[src/pse_pkg.sv]
// ----------------------------------------------------------------------------
// pse_pkg: shared types and constants for the scalar field encoder
// Type codes, wire types, the work descriptor and the varint length function.
// ----------------------------------------------------------------------------
`default_nettype none

package pse_pkg;

    // Scalar type codes carried on the input tuser.
    localparam logic [3:0] FN_DOUBLE   = 4'd0;
    localparam logic [3:0] FN_FLOAT    = 4'd1;
    localparam logic [3:0] FN_INT32    = 4'd2;
    localparam logic [3:0] FN_SINT32   = 4'd3;
    localparam logic [3:0] FN_UINT32   = 4'd4;
    localparam logic [3:0] FN_INT64    = 4'd5;
    localparam logic [3:0] FN_SINT64   = 4'd6;
    localparam logic [3:0] FN_UINT64   = 4'd7;
    localparam logic [3:0] FN_FIXED32  = 4'd8;
    localparam logic [3:0] FN_SFIXED32 = 4'd9;
    localparam logic [3:0] FN_FIXED64  = 4'd10;
    localparam logic [3:0] FN_SFIXED64 = 4'd11;
    localparam logic [3:0] FN_BOOL     = 4'd12;
    localparam logic [3:0] FN_ENUM     = 4'd13;

    // Wire types placed in the low three bits of the tag.
    localparam logic [2:0] WT_VARINT = 3'd0;
    localparam logic [2:0] WT_I64    = 3'd1;
    localparam logic [2:0] WT_I32    = 3'd5;

    localparam int unsigned FIELD_NUM_W = 29;
    localparam int unsigned VALUE_W     = 64;
    localparam int unsigned TAG_W       = FIELD_NUM_W + 3;

    // One classified field, ready for serialization.
    typedef struct packed {
        logic [TAG_W-1:0]   tag;       // (number << 3) | wire type
        logic [2:0]         tag_len;   // varint bytes of the tag, 1 to 5
        logic [VALUE_W-1:0] payload;   // value after sign extension or zigzag
        logic [3:0]         pay_len;   // value bytes, 1 to 10
        logic               fixed;     // little-endian bytes instead of varint
    } t_desc;

    // Queue status seen by the top level.
    typedef struct packed {
        logic full;
        logic empty;
    } t_qstat;

    // Number of base-128 groups needed for a value; zero still takes one byte.
    function automatic logic [3:0] varint_len(input logic [VALUE_W-1:0] v);
        logic [3:0] len;
        len = 4'd1;
        for (int k = 1; k < 10; k++) begin
            if ((v >> (7 * k)) != '0) begin
                len = 4'(k + 1);
            end
        end
        return len;
    endfunction

endpackage

`default_nettype wire

[src/pse_front.sv]
// ----------------------------------------------------------------------------
// pse_front: input side of the scalar field encoder
// Takes field transfers, builds the tag and payload and sizes both parts.
// ----------------------------------------------------------------------------
`default_nettype none

module pse_front
    import pse_pkg::*;
(
    input  wire logic                   i_valid,
    output      logic                   o_ready,
    input  wire logic [3:0]             i_func,
    input  wire logic [FIELD_NUM_W-1:0] i_field_num,
    input  wire logic [VALUE_W-1:0]     i_value_bits,
    input  wire logic                   i_q_ready,
    output      logic                   o_push,
    output      t_desc                  o_desc
);

    logic               known;
    logic [2:0]         wt;
    logic               fixed;
    logic [VALUE_W-1:0] pay;
    logic [31:0]        lo;
    logic [TAG_W-1:0]   tag;
    logic [3:0]         tag_len_full;

    assign lo = i_value_bits[31:0];

    always_comb begin
        known = 1'b1;
        wt    = WT_VARINT;
        fixed = 1'b0;
        pay   = i_value_bits;
        unique case (i_func) inside
            FN_DOUBLE, FN_FIXED64, FN_SFIXED64: begin
                wt    = WT_I64;
                fixed = 1'b1;
            end
            FN_FLOAT, FN_FIXED32, FN_SFIXED32: begin
                wt    = WT_I32;
                fixed = 1'b1;
                pay   = {32'd0, lo};
            end
            FN_INT32, FN_ENUM: begin
                pay = {{32{lo[31]}}, lo};
            end
            FN_SINT32: begin
                pay = {32'd0, {lo[30:0], 1'b0} ^ {32{lo[31]}}};
            end
            FN_UINT32: begin
                pay = {32'd0, lo};
            end
            FN_INT64, FN_UINT64: begin
                pay = i_value_bits;
            end
            FN_SINT64: begin
                pay = {i_value_bits[62:0], 1'b0} ^ {VALUE_W{i_value_bits[63]}};
            end
            FN_BOOL: begin
                pay = {63'd0, (i_value_bits != '0)};
            end
            default: begin
                known = 1'b0;
            end
        endcase
    end

    assign tag          = {i_field_num, wt};
    assign tag_len_full = varint_len({{(VALUE_W-TAG_W){1'b0}}, tag});

    assign o_desc.tag     = tag;
    assign o_desc.tag_len = tag_len_full[2:0];
    assign o_desc.payload = pay;
    assign o_desc.pay_len = fixed ? ((wt == WT_I64) ? 4'd8 : 4'd4) : varint_len(pay);
    assign o_desc.fixed   = fixed;

    // Unknown type codes are taken and dropped without a queue entry.
    assign o_ready = i_q_ready;
    assign o_push  = i_valid && i_q_ready && known;

endmodule

`default_nettype wire

[src/pse_queue.sv]
// ----------------------------------------------------------------------------
// pse_queue: descriptor queue between classifier and serializer
// A small register FIFO with first-word fall-through on the read side.
// ----------------------------------------------------------------------------
`default_nettype none

module pse_queue
    import pse_pkg::*;
#(
    parameter int unsigned DEPTH = 2
) (
    input  wire logic  i_clk,
    input  wire logic  i_rst_n,
    input  wire logic  i_push,
    input  wire t_desc i_desc,
    input  wire logic  i_pop,
    output      t_desc o_desc,
    output      t_qstat o_stat
);

    localparam int unsigned PTR_W = (DEPTH > 1) ? $clog2(DEPTH) : 1;
    localparam int unsigned CNT_W = $clog2(DEPTH + 1);
    localparam logic [PTR_W-1:0] LAST_PTR = PTR_W'(DEPTH - 1);
    localparam logic [CNT_W-1:0] FULL_CNT = CNT_W'(DEPTH);

    t_desc            r_mem [DEPTH];
    logic [PTR_W-1:0] r_wr, n_wr;
    logic [PTR_W-1:0] r_rd, n_rd;
    logic [CNT_W-1:0] r_cnt, n_cnt;

    always_comb begin
        n_wr  = r_wr;
        n_rd  = r_rd;
        n_cnt = r_cnt;
        if (i_push) begin
            n_wr = (r_wr == LAST_PTR) ? '0 : r_wr + 1'b1;
        end
        if (i_pop) begin
            n_rd = (r_rd == LAST_PTR) ? '0 : r_rd + 1'b1;
        end
        if (i_push && !i_pop) begin
            n_cnt = r_cnt + 1'b1;
        end else if (!i_push && i_pop) begin
            n_cnt = r_cnt - 1'b1;
        end
    end

    always_ff @(posedge i_clk) begin
        if (!i_rst_n) begin
            r_wr  <= '0;
            r_rd  <= '0;
            r_cnt <= '0;
        end else begin
            r_wr  <= n_wr;
            r_rd  <= n_rd;
            r_cnt <= n_cnt;
        end
    end

    always_ff @(posedge i_clk) begin
        if (i_push) begin
            r_mem[r_wr] <= i_desc;
        end
    end

    assign o_desc       = r_mem[r_rd];
    assign o_stat.full  = (r_cnt == FULL_CNT);
    assign o_stat.empty = (r_cnt == '0);

endmodule

`default_nettype wire

[src/pse_back.sv]
// ----------------------------------------------------------------------------
// pse_back: wire byte serializer
// Shifts out tag and value bytes from the current descriptor into an
// output register, one byte per transfer.
// ----------------------------------------------------------------------------
`default_nettype none

module pse_back
    import pse_pkg::*;
(
    input  wire logic       i_clk,
    input  wire logic       i_rst_n,
    input  wire t_desc      i_desc,
    input  wire t_qstat     i_qstat,
    output      logic       o_pop,
    output      logic       o_valid,
    input  wire logic       i_ready,
    output      logic [7:0] o_byte,
    output      logic       o_last
);

    logic               r_act;
    logic [TAG_W-1:0]   r_tag;
    logic [2:0]         r_tcnt;
    logic [VALUE_W-1:0] r_pay;
    logic [3:0]         r_pcnt;
    logic               r_fix;
    logic               r_ovalid;
    logic [7:0]         r_obyte;
    logic               r_olast;

    logic       step;
    logic [7:0] cur_byte;
    logic       cur_last;

    // A byte moves into the output register whenever that register is free
    // or being emptied in the same cycle.
    assign step = r_act && (!r_ovalid || i_ready);

    always_comb begin
        cur_last = 1'b0;
        if (r_tcnt != '0) begin
            cur_byte = {(r_tcnt != 3'd1), r_tag[6:0]};
        end else if (r_fix) begin
            cur_byte = r_pay[7:0];
            cur_last = (r_pcnt == 4'd1);
        end else begin
            cur_byte = {(r_pcnt != 4'd1), r_pay[6:0]};
            cur_last = (r_pcnt == 4'd1);
        end
    end

    // The next descriptor loads on the cycle the last byte leaves, so queued
    // fields follow each other without a gap.
    assign o_pop = !i_qstat.empty && (!r_act || (step && cur_last));

    always_ff @(posedge i_clk) begin
        if (!i_rst_n) begin
            r_act    <= 1'b0;
            r_ovalid <= 1'b0;
        end else begin
            if (o_pop) begin
                r_act <= 1'b1;
            end else if (step && cur_last) begin
                r_act <= 1'b0;
            end
            if (step) begin
                r_ovalid <= 1'b1;
            end else if (i_ready) begin
                r_ovalid <= 1'b0;
            end
        end
    end

    always_ff @(posedge i_clk) begin
        if (o_pop) begin
            r_tag  <= i_desc.tag;
            r_tcnt <= i_desc.tag_len;
            r_pay  <= i_desc.payload;
            r_pcnt <= i_desc.pay_len;
            r_fix  <= i_desc.fixed;
        end else if (step) begin
            if (r_tcnt != '0) begin
                r_tag  <= r_tag >> 7;
                r_tcnt <= r_tcnt - 1'b1;
            end else begin
                r_pay  <= r_fix ? (r_pay >> 8) : (r_pay >> 7);
                r_pcnt <= r_pcnt - 1'b1;
            end
        end
        if (step) begin
            r_obyte <= cur_byte;
            r_olast <= cur_last;
        end
    end

    assign o_valid = r_ovalid;
    assign o_byte  = r_obyte;
    assign o_last  = r_olast;

endmodule

`default_nettype wire

[src/protobuf_scalar_field_encoder_top.sv]
// ----------------------------------------------------------------------------
// protobuf_scalar_field_encoder_top: scalar protobuf field to wire bytes
// Encodes one field per input transfer as tag varint plus value bytes.
// ----------------------------------------------------------------------------
// Usage:
// The slave stream takes one scalar field per transfer: the type code on
// tuser, the field number and the 64 raw value bits on tdata. The master
// stream gives one wire byte per transfer, with tlast on the final byte of
// the field. The tag goes out first as a varint, then the value as 4 or 8
// little-endian bytes or as a varint (zigzag for sint types, sign extension
// to 10 bytes for negative int32 and enum).
// A field gives 2 to 15 bytes on the output; the one-byte output channel
// sets the sustained rate. Bytes of consecutive fields follow each other
// without a gap while the next field is already queued.
// The classified field enters the queue at the accepting edge; when the block
// is empty, the serializer then loads it from the queue head and registers
// its first byte in the output register.
// Fields with type codes 14 or 15 are accepted and produce no bytes.
// s_axis_tready falls only when the descriptor queue is full; a stalled
// output holds its byte while the input side keeps filling the queue.
// Reset empties the queue, drops any field in progress and clears tvalid.
// ----------------------------------------------------------------------------
`default_nettype none

module protobuf_scalar_field_encoder_top
    import pse_pkg::*;
#(
    parameter int unsigned QUEUE_DEPTH = 2  // descriptor entries, at least 2
) (
    input  wire logic        i_clk,
    input  wire logic        i_rst_n,
    input  wire logic        s_axis_tvalid,
    output      logic        s_axis_tready,
    input  wire logic [95:0] s_axis_tdata,   // [28:0] field number, [92:29] value_bits, zero pad
    input  wire logic [3:0]  s_axis_tuser,   // [3:0] func
    output      logic        m_axis_tvalid,
    input  wire logic        m_axis_tready,
    output      logic [7:0]  m_axis_tdata,   // [7:0] out_byte
    output      logic        m_axis_tlast    // last_byte
);

    logic   q_push;
    logic   q_pop;
    logic   q_ready;
    t_desc  push_desc;
    t_desc  head_desc;
    t_qstat q_stat;

    assign q_ready = !q_stat.full;

    // Front: classify the field and size the tag and value.
    pse_front u_front (
        .i_valid        (s_axis_tvalid),
        .o_ready        (s_axis_tready),
        .i_func         (s_axis_tuser),
        .i_field_num    (s_axis_tdata[FIELD_NUM_W-1:0]),
        .i_value_bits   (s_axis_tdata[FIELD_NUM_W+VALUE_W-1:FIELD_NUM_W]),
        .i_q_ready      (q_ready),
        .o_push         (q_push),
        .o_desc         (push_desc)
    );

    // Queue: lets input and output stall independently.
    pse_queue #(
        .DEPTH (QUEUE_DEPTH)
    ) u_queue (
        .i_clk   (i_clk),
        .i_rst_n (i_rst_n),
        .i_push  (q_push),
        .i_desc  (push_desc),
        .i_pop   (q_pop),
        .o_desc  (head_desc),
        .o_stat  (q_stat)
    );

    // Back: one wire byte per output transfer.
    pse_back u_back (
        .i_clk   (i_clk),
        .i_rst_n (i_rst_n),
        .i_desc  (head_desc),
        .i_qstat (q_stat),
        .o_pop   (q_pop),
        .o_valid (m_axis_tvalid),
        .i_ready (m_axis_tready),
        .o_byte  (m_axis_tdata),
        .o_last  (m_axis_tlast)
    );

    // The queue is never written while full.
    a_no_push_full: assert property (@(posedge i_clk) disable iff (!i_rst_n)
        q_push |-> !q_stat.full)
        else $error("descriptor pushed into a full queue");

    // The serializer never takes a descriptor from an empty queue.
    a_no_pop_empty: assert property (@(posedge i_clk) disable iff (!i_rst_n)
        q_pop |-> !q_stat.empty)
        else $error("descriptor popped from an empty queue");

    // Full and empty exclude each other.
    a_stat_excl: assert property (@(posedge i_clk) disable iff (!i_rst_n)
        !(q_stat.full && q_stat.empty))
        else $error("queue reports full and empty together");

endmodule

`default_nettype wire
[config.mk]
export PLATFORM = sky130hd
export DESIGN_NAME = protobuf_scalar_field_encoder_top
export DESIGN_NICKNAME = d
export VERILOG_FILES = /design/src/pse_pkg.sv /design/src/pse_front.sv /design/src/pse_queue.sv /design/src/pse_back.sv /design/src/protobuf_scalar_field_encoder_top.sv
export SDC_FILE = /design/constraint.sdc
export NUM_CORES = 1
export LEC_CHECK = 0
export BUFFER_PORTS_ARGS = -buffer_cell sky130_fd_sc_hd__buf_4
export CAP_MARGIN = 15
export CORE_ASPECT_RATIO = 0.8
export CORE_UTILIZATION = 55
export DETAILED_ROUTE_END_ITERATION = 8
export GPL_TIMING_DRIVEN = 0
export PLACE_DENSITY = 0.74
export SYNTH_ARGS = -nofsm -noshare
export SYNTH_HDL_FRONTEND = slang
export SYNTH_SLANG_ARGS = --single-unit
[constraint.sdc]
create_clock -name i_clk -period 9.55 [get_ports i_clk]
set_input_delay 0.4775 -clock i_clk [delete_from_list [all_inputs] [get_ports i_clk]]
set_output_delay 0.4775 -clock i_clk [all_outputs]
set_load 0.02 [all_outputs]
==> impl_metrics.env <==
export IMPL_status="finished, final reports clean"
export IMPL_ios=115
export IMPL_slew_violations=0
export IMPL_synthDistinctLibCells=72
export IMPL_final_setup_worst_slack_ns=5.701
export IMPL_synthCells=1106
export IMPL_power_density_nw_per_um2=293.9
export IMPL_place_gp_congestion=0.9116
export IMPL_clock_latency_ns=0.51
export IMPL_cts_made_buffers=34
export IMPL_grt_use_met3_pct=4.034
export IMPL_worst_slew_pin_slew_ns=0.9615
export IMPL_worstHoldPathType="primary input to register"
export IMPL_grt_pass1_vias=9556
export IMPL_nFillCells=1942
export IMPL_via_per_inst=6.092
export IMPL_fmax_mhz=259.8
export IMPL_yosysTopAreaCell="edfxtp_1"
export IMPL_hold_viol=0
export IMPL_syn_area_um2=15010
export IMPL_synth_fp_nets=1218
export IMPL_htree_levels=2
export IMPL_min_period_ns=3.849
export IMPL_cts_tree="done"
export IMPL_ir_worst_vdd_mv=0.1776
export IMPL_drt_iter0_markers=1007
export IMPL_netlist_top_cells_count="edfxtp_1 (319), mux2i_1 (98), a21oi_1 (75)"
export IMPL_fin_cells=1640
export IMPL_setup_viol=0
export IMPL_synthTopCellsByArea="edfxtp_1 (64%), mux2i_1 (6.5%), a211oi_1 (3.1%), nor2b_1 (2.6%), a21oi_1 (2.5%)"
export IMPL_vias=9991
export IMPL_synthMostInstantiatedCell="edfxtp_1"
export IMPL_fp_dieH_um=149.8
export IMPL_hpwlAfterDp_um=25040
export IMPL_dp_cells=1581
export IMPL_gr_total_overflow=0
export IMPL_portBuffers=111
export IMPL_slew_headroom_pct=35.90
export IMPL_clock_root_buffer="clkbuf_16"
export IMPL_routed_wl_um=34990
export IMPL_post_cts_buffers=0
export IMPL_grt_use_met1_pct=37.60
export IMPL_crit_type="register to register"
export IMPL_postCtsHoldBufs=0
export IMPL_tns_ns=0
export IMPL_crit_required_ns=9.67
export IMPL_drive_gt1_share_pct=16.68
export IMPL_die_area_um2=27960
export IMPL_grtUsageMet2_pct=38.13
export IMPL_drc_errors=0
export IMPL_num_rows=53
export IMPL_max_cap_viol_count=0
export IMPL_cts_repair_resized=0
export IMPL_grt_total_usage_pct=25.13
export IMPL_n_antenna_cell=0
export IMPL_cp_max_fo=68
export IMPL_skew_ns=0.01518
export IMPL_p_leak_nw=6.118
export IMPL_pre_cts_slack_ns=5.725
export IMPL_synth_flop_cell="edfxtp_1"
export IMPL_syn_area_per_cell_um2=13.57
export IMPL_path_clk_slew_ns=0.06
export IMPL_async_reset_ff_share_pct=0
export IMPL_die_w_um=186.7
export IMPL_nets=1372
export IMPL_area_growth_syn_to_layout_pct=16.77
export IMPL_drt_pass1_iter_count=5
export IMPL_cp_start_kind="register"
export IMPL_grt_first_pass_wirelength_um=53330
export IMPL_synth_seq_cells=326
export IMPL_cts_num_sinks=326
export IMPL_antenna_found_initial=0
export IMPL_synth_top_cell_area_share_pct=63.82
export IMPL_antenna_left=0
export IMPL_cts_max_path_buffers=3
export IMPL_fin_crit_sh_pct=40.30
export IMPL_fp_coreArea_um2=26530
export IMPL_end_kind="register"
export IMPL_grt_max_degree=69
export IMPL_grt_busiest_layer="met2"
export IMPL_rsz0062_at_grt="no"
export IMPL_synth_edff_count=319
export IMPL_synth_yosys_seq_area_share_pct=64.75
export IMPL_yosys_warnings=0
export IMPL_start_util_pct=56.59
export IMPL_post_drt_wl_per_cell_um=21.33
export IMPL_critPathArrivalTime_ns=3.97
-- stage by stage --
step           util, %  hold WS, ns  power [mW]  instance area [µm²]
4_1_cts          66.08       0.1429       5.159                17530
2_1_floorplan        -       0.4571       3.372                15010
3_3_place_gp     61.42       0.4715       3.880                16290
6_report         66.08       0.1593       5.152                17530
5_1_grt          66.08       0.1385       5.403                17530
3_5_place_dp     62.16       0.4914       3.921                16490
-- final cells by class --
type	count	area [µm²]	area share (%)
plain buffers	79	354.1	2.020
clock buffers	42	902.1	5.147
clock inverters	17	138.9	0.7923
inverters	14	52.55	0.2998
multi-input cells	687	4918	28.06
flip-flops and latches	326	9719	55.45
well taps	357	446.7	2.548
repair buffers	118	996.0	5.682
-- kinds of logic (layout without fill, tap and decap cells) --
logic type,after synthesis,count (layout),synth area share (%)
XOR/XNOR,40,40,2.459
AO/OA/AOI/OAI,269,269,12.69
AND/OR/NAND/NOR,262,262,9.444
flip-flops,326,326,64.75
buffers and inverters,93,270,2.709
multiplexers,108,108,7.285
adder cells (fa/ha/maj),8,8,0.6669
-- sequential cells by signal, indices dropped and copies added (netlist names), named ones only --
| name | flops |
|---|---|
| u_queue.r_mem | 206 |
| u_back.r_pay | 64 |
| u_back.r_tag | 32 |
| u_back.o_byte | 8 |
| u_back.r_pcnt | 4 |
| u_back.r_tcnt | 3 |
| u_queue.r_cnt | 2 |
| u_back.o_last | 1 |
| u_back.o_valid | 1 |
| u_back.r_act | 1 |
| u_back.r_fix | 1 |
| u_queue.r_rd | 1 |
| u_queue.r_wr | 1 |
-- worst paths after layout --
| check | slack [ns] | end | startpoint | cells past startpoint |
|---|---|---|---|---|
| max | 5.70 | u_back.r_pay[48]$_DFFE_PP_ | u_back.r_tcnt[0]$_DFFE_PP_ | 10 |
| min | 0.16 | u_queue.r_mem[1][76]$_DFFE_PP_ | s_axis_tdata[1] | 1 |
| max reg2reg | 5.70 | u_back.r_pay[48]$_DFFE_PP_ | u_back.r_tcnt[0]$_DFFE_PP_ | 10 |
| min reg2reg | 0.50 | u_back.o_valid$_SDFFE_PN0P_ | u_back.r_act$_SDFFE_PN0P_ | 1 |
-- routing by layer --
metal / vias to the layer above / wire, µm
met3: 59 / 3187
met4: 0 / 744
met2: 458 / 15270
met1: 4841 / 15780
li1: 4633 / -
met5: - / 0
-- layout by cell type, fill, tap and decap left out, drive strengths merged, types with 37 or more instances in the layout --
| cell | instances |
|---|---|
| a21oi | 76 |
| edfxtp | 319 |
| buf | 141 |
| xor2 | 37 |
| nand2 | 55 |
| clkbuf | 98 |
| a211oi | 61 |
| a221o | 38 |
| nor2 | 58 |
| nor2b | 63 |
| mux2i | 98 |
| o21ai | 39 |
-- critical path, cell delays in order, from the launching register on --
cell and delay (ns):
edfxtp_1 0.42, inv_1 0.11, ha_1 0.20, nor2b_1 0.14, clkbuf_1 0.54, nand3_1 0.24
o21ai_0 0.24, o21ai_0 0.21, clkbuf_1 0.39, inv_1 0.26, a21o_4 0.68
-- where the power goes --
| group | switching (mW) | internal [mW] |
|---|---|---|
| clock | 0.520 | 0.726 |
| combinational | 1.02 | 0.564 |
| sequential | 0.149 | 2.18 |
| total | 1.69 | 3.47 |
(Power assumes the default switching activity.)
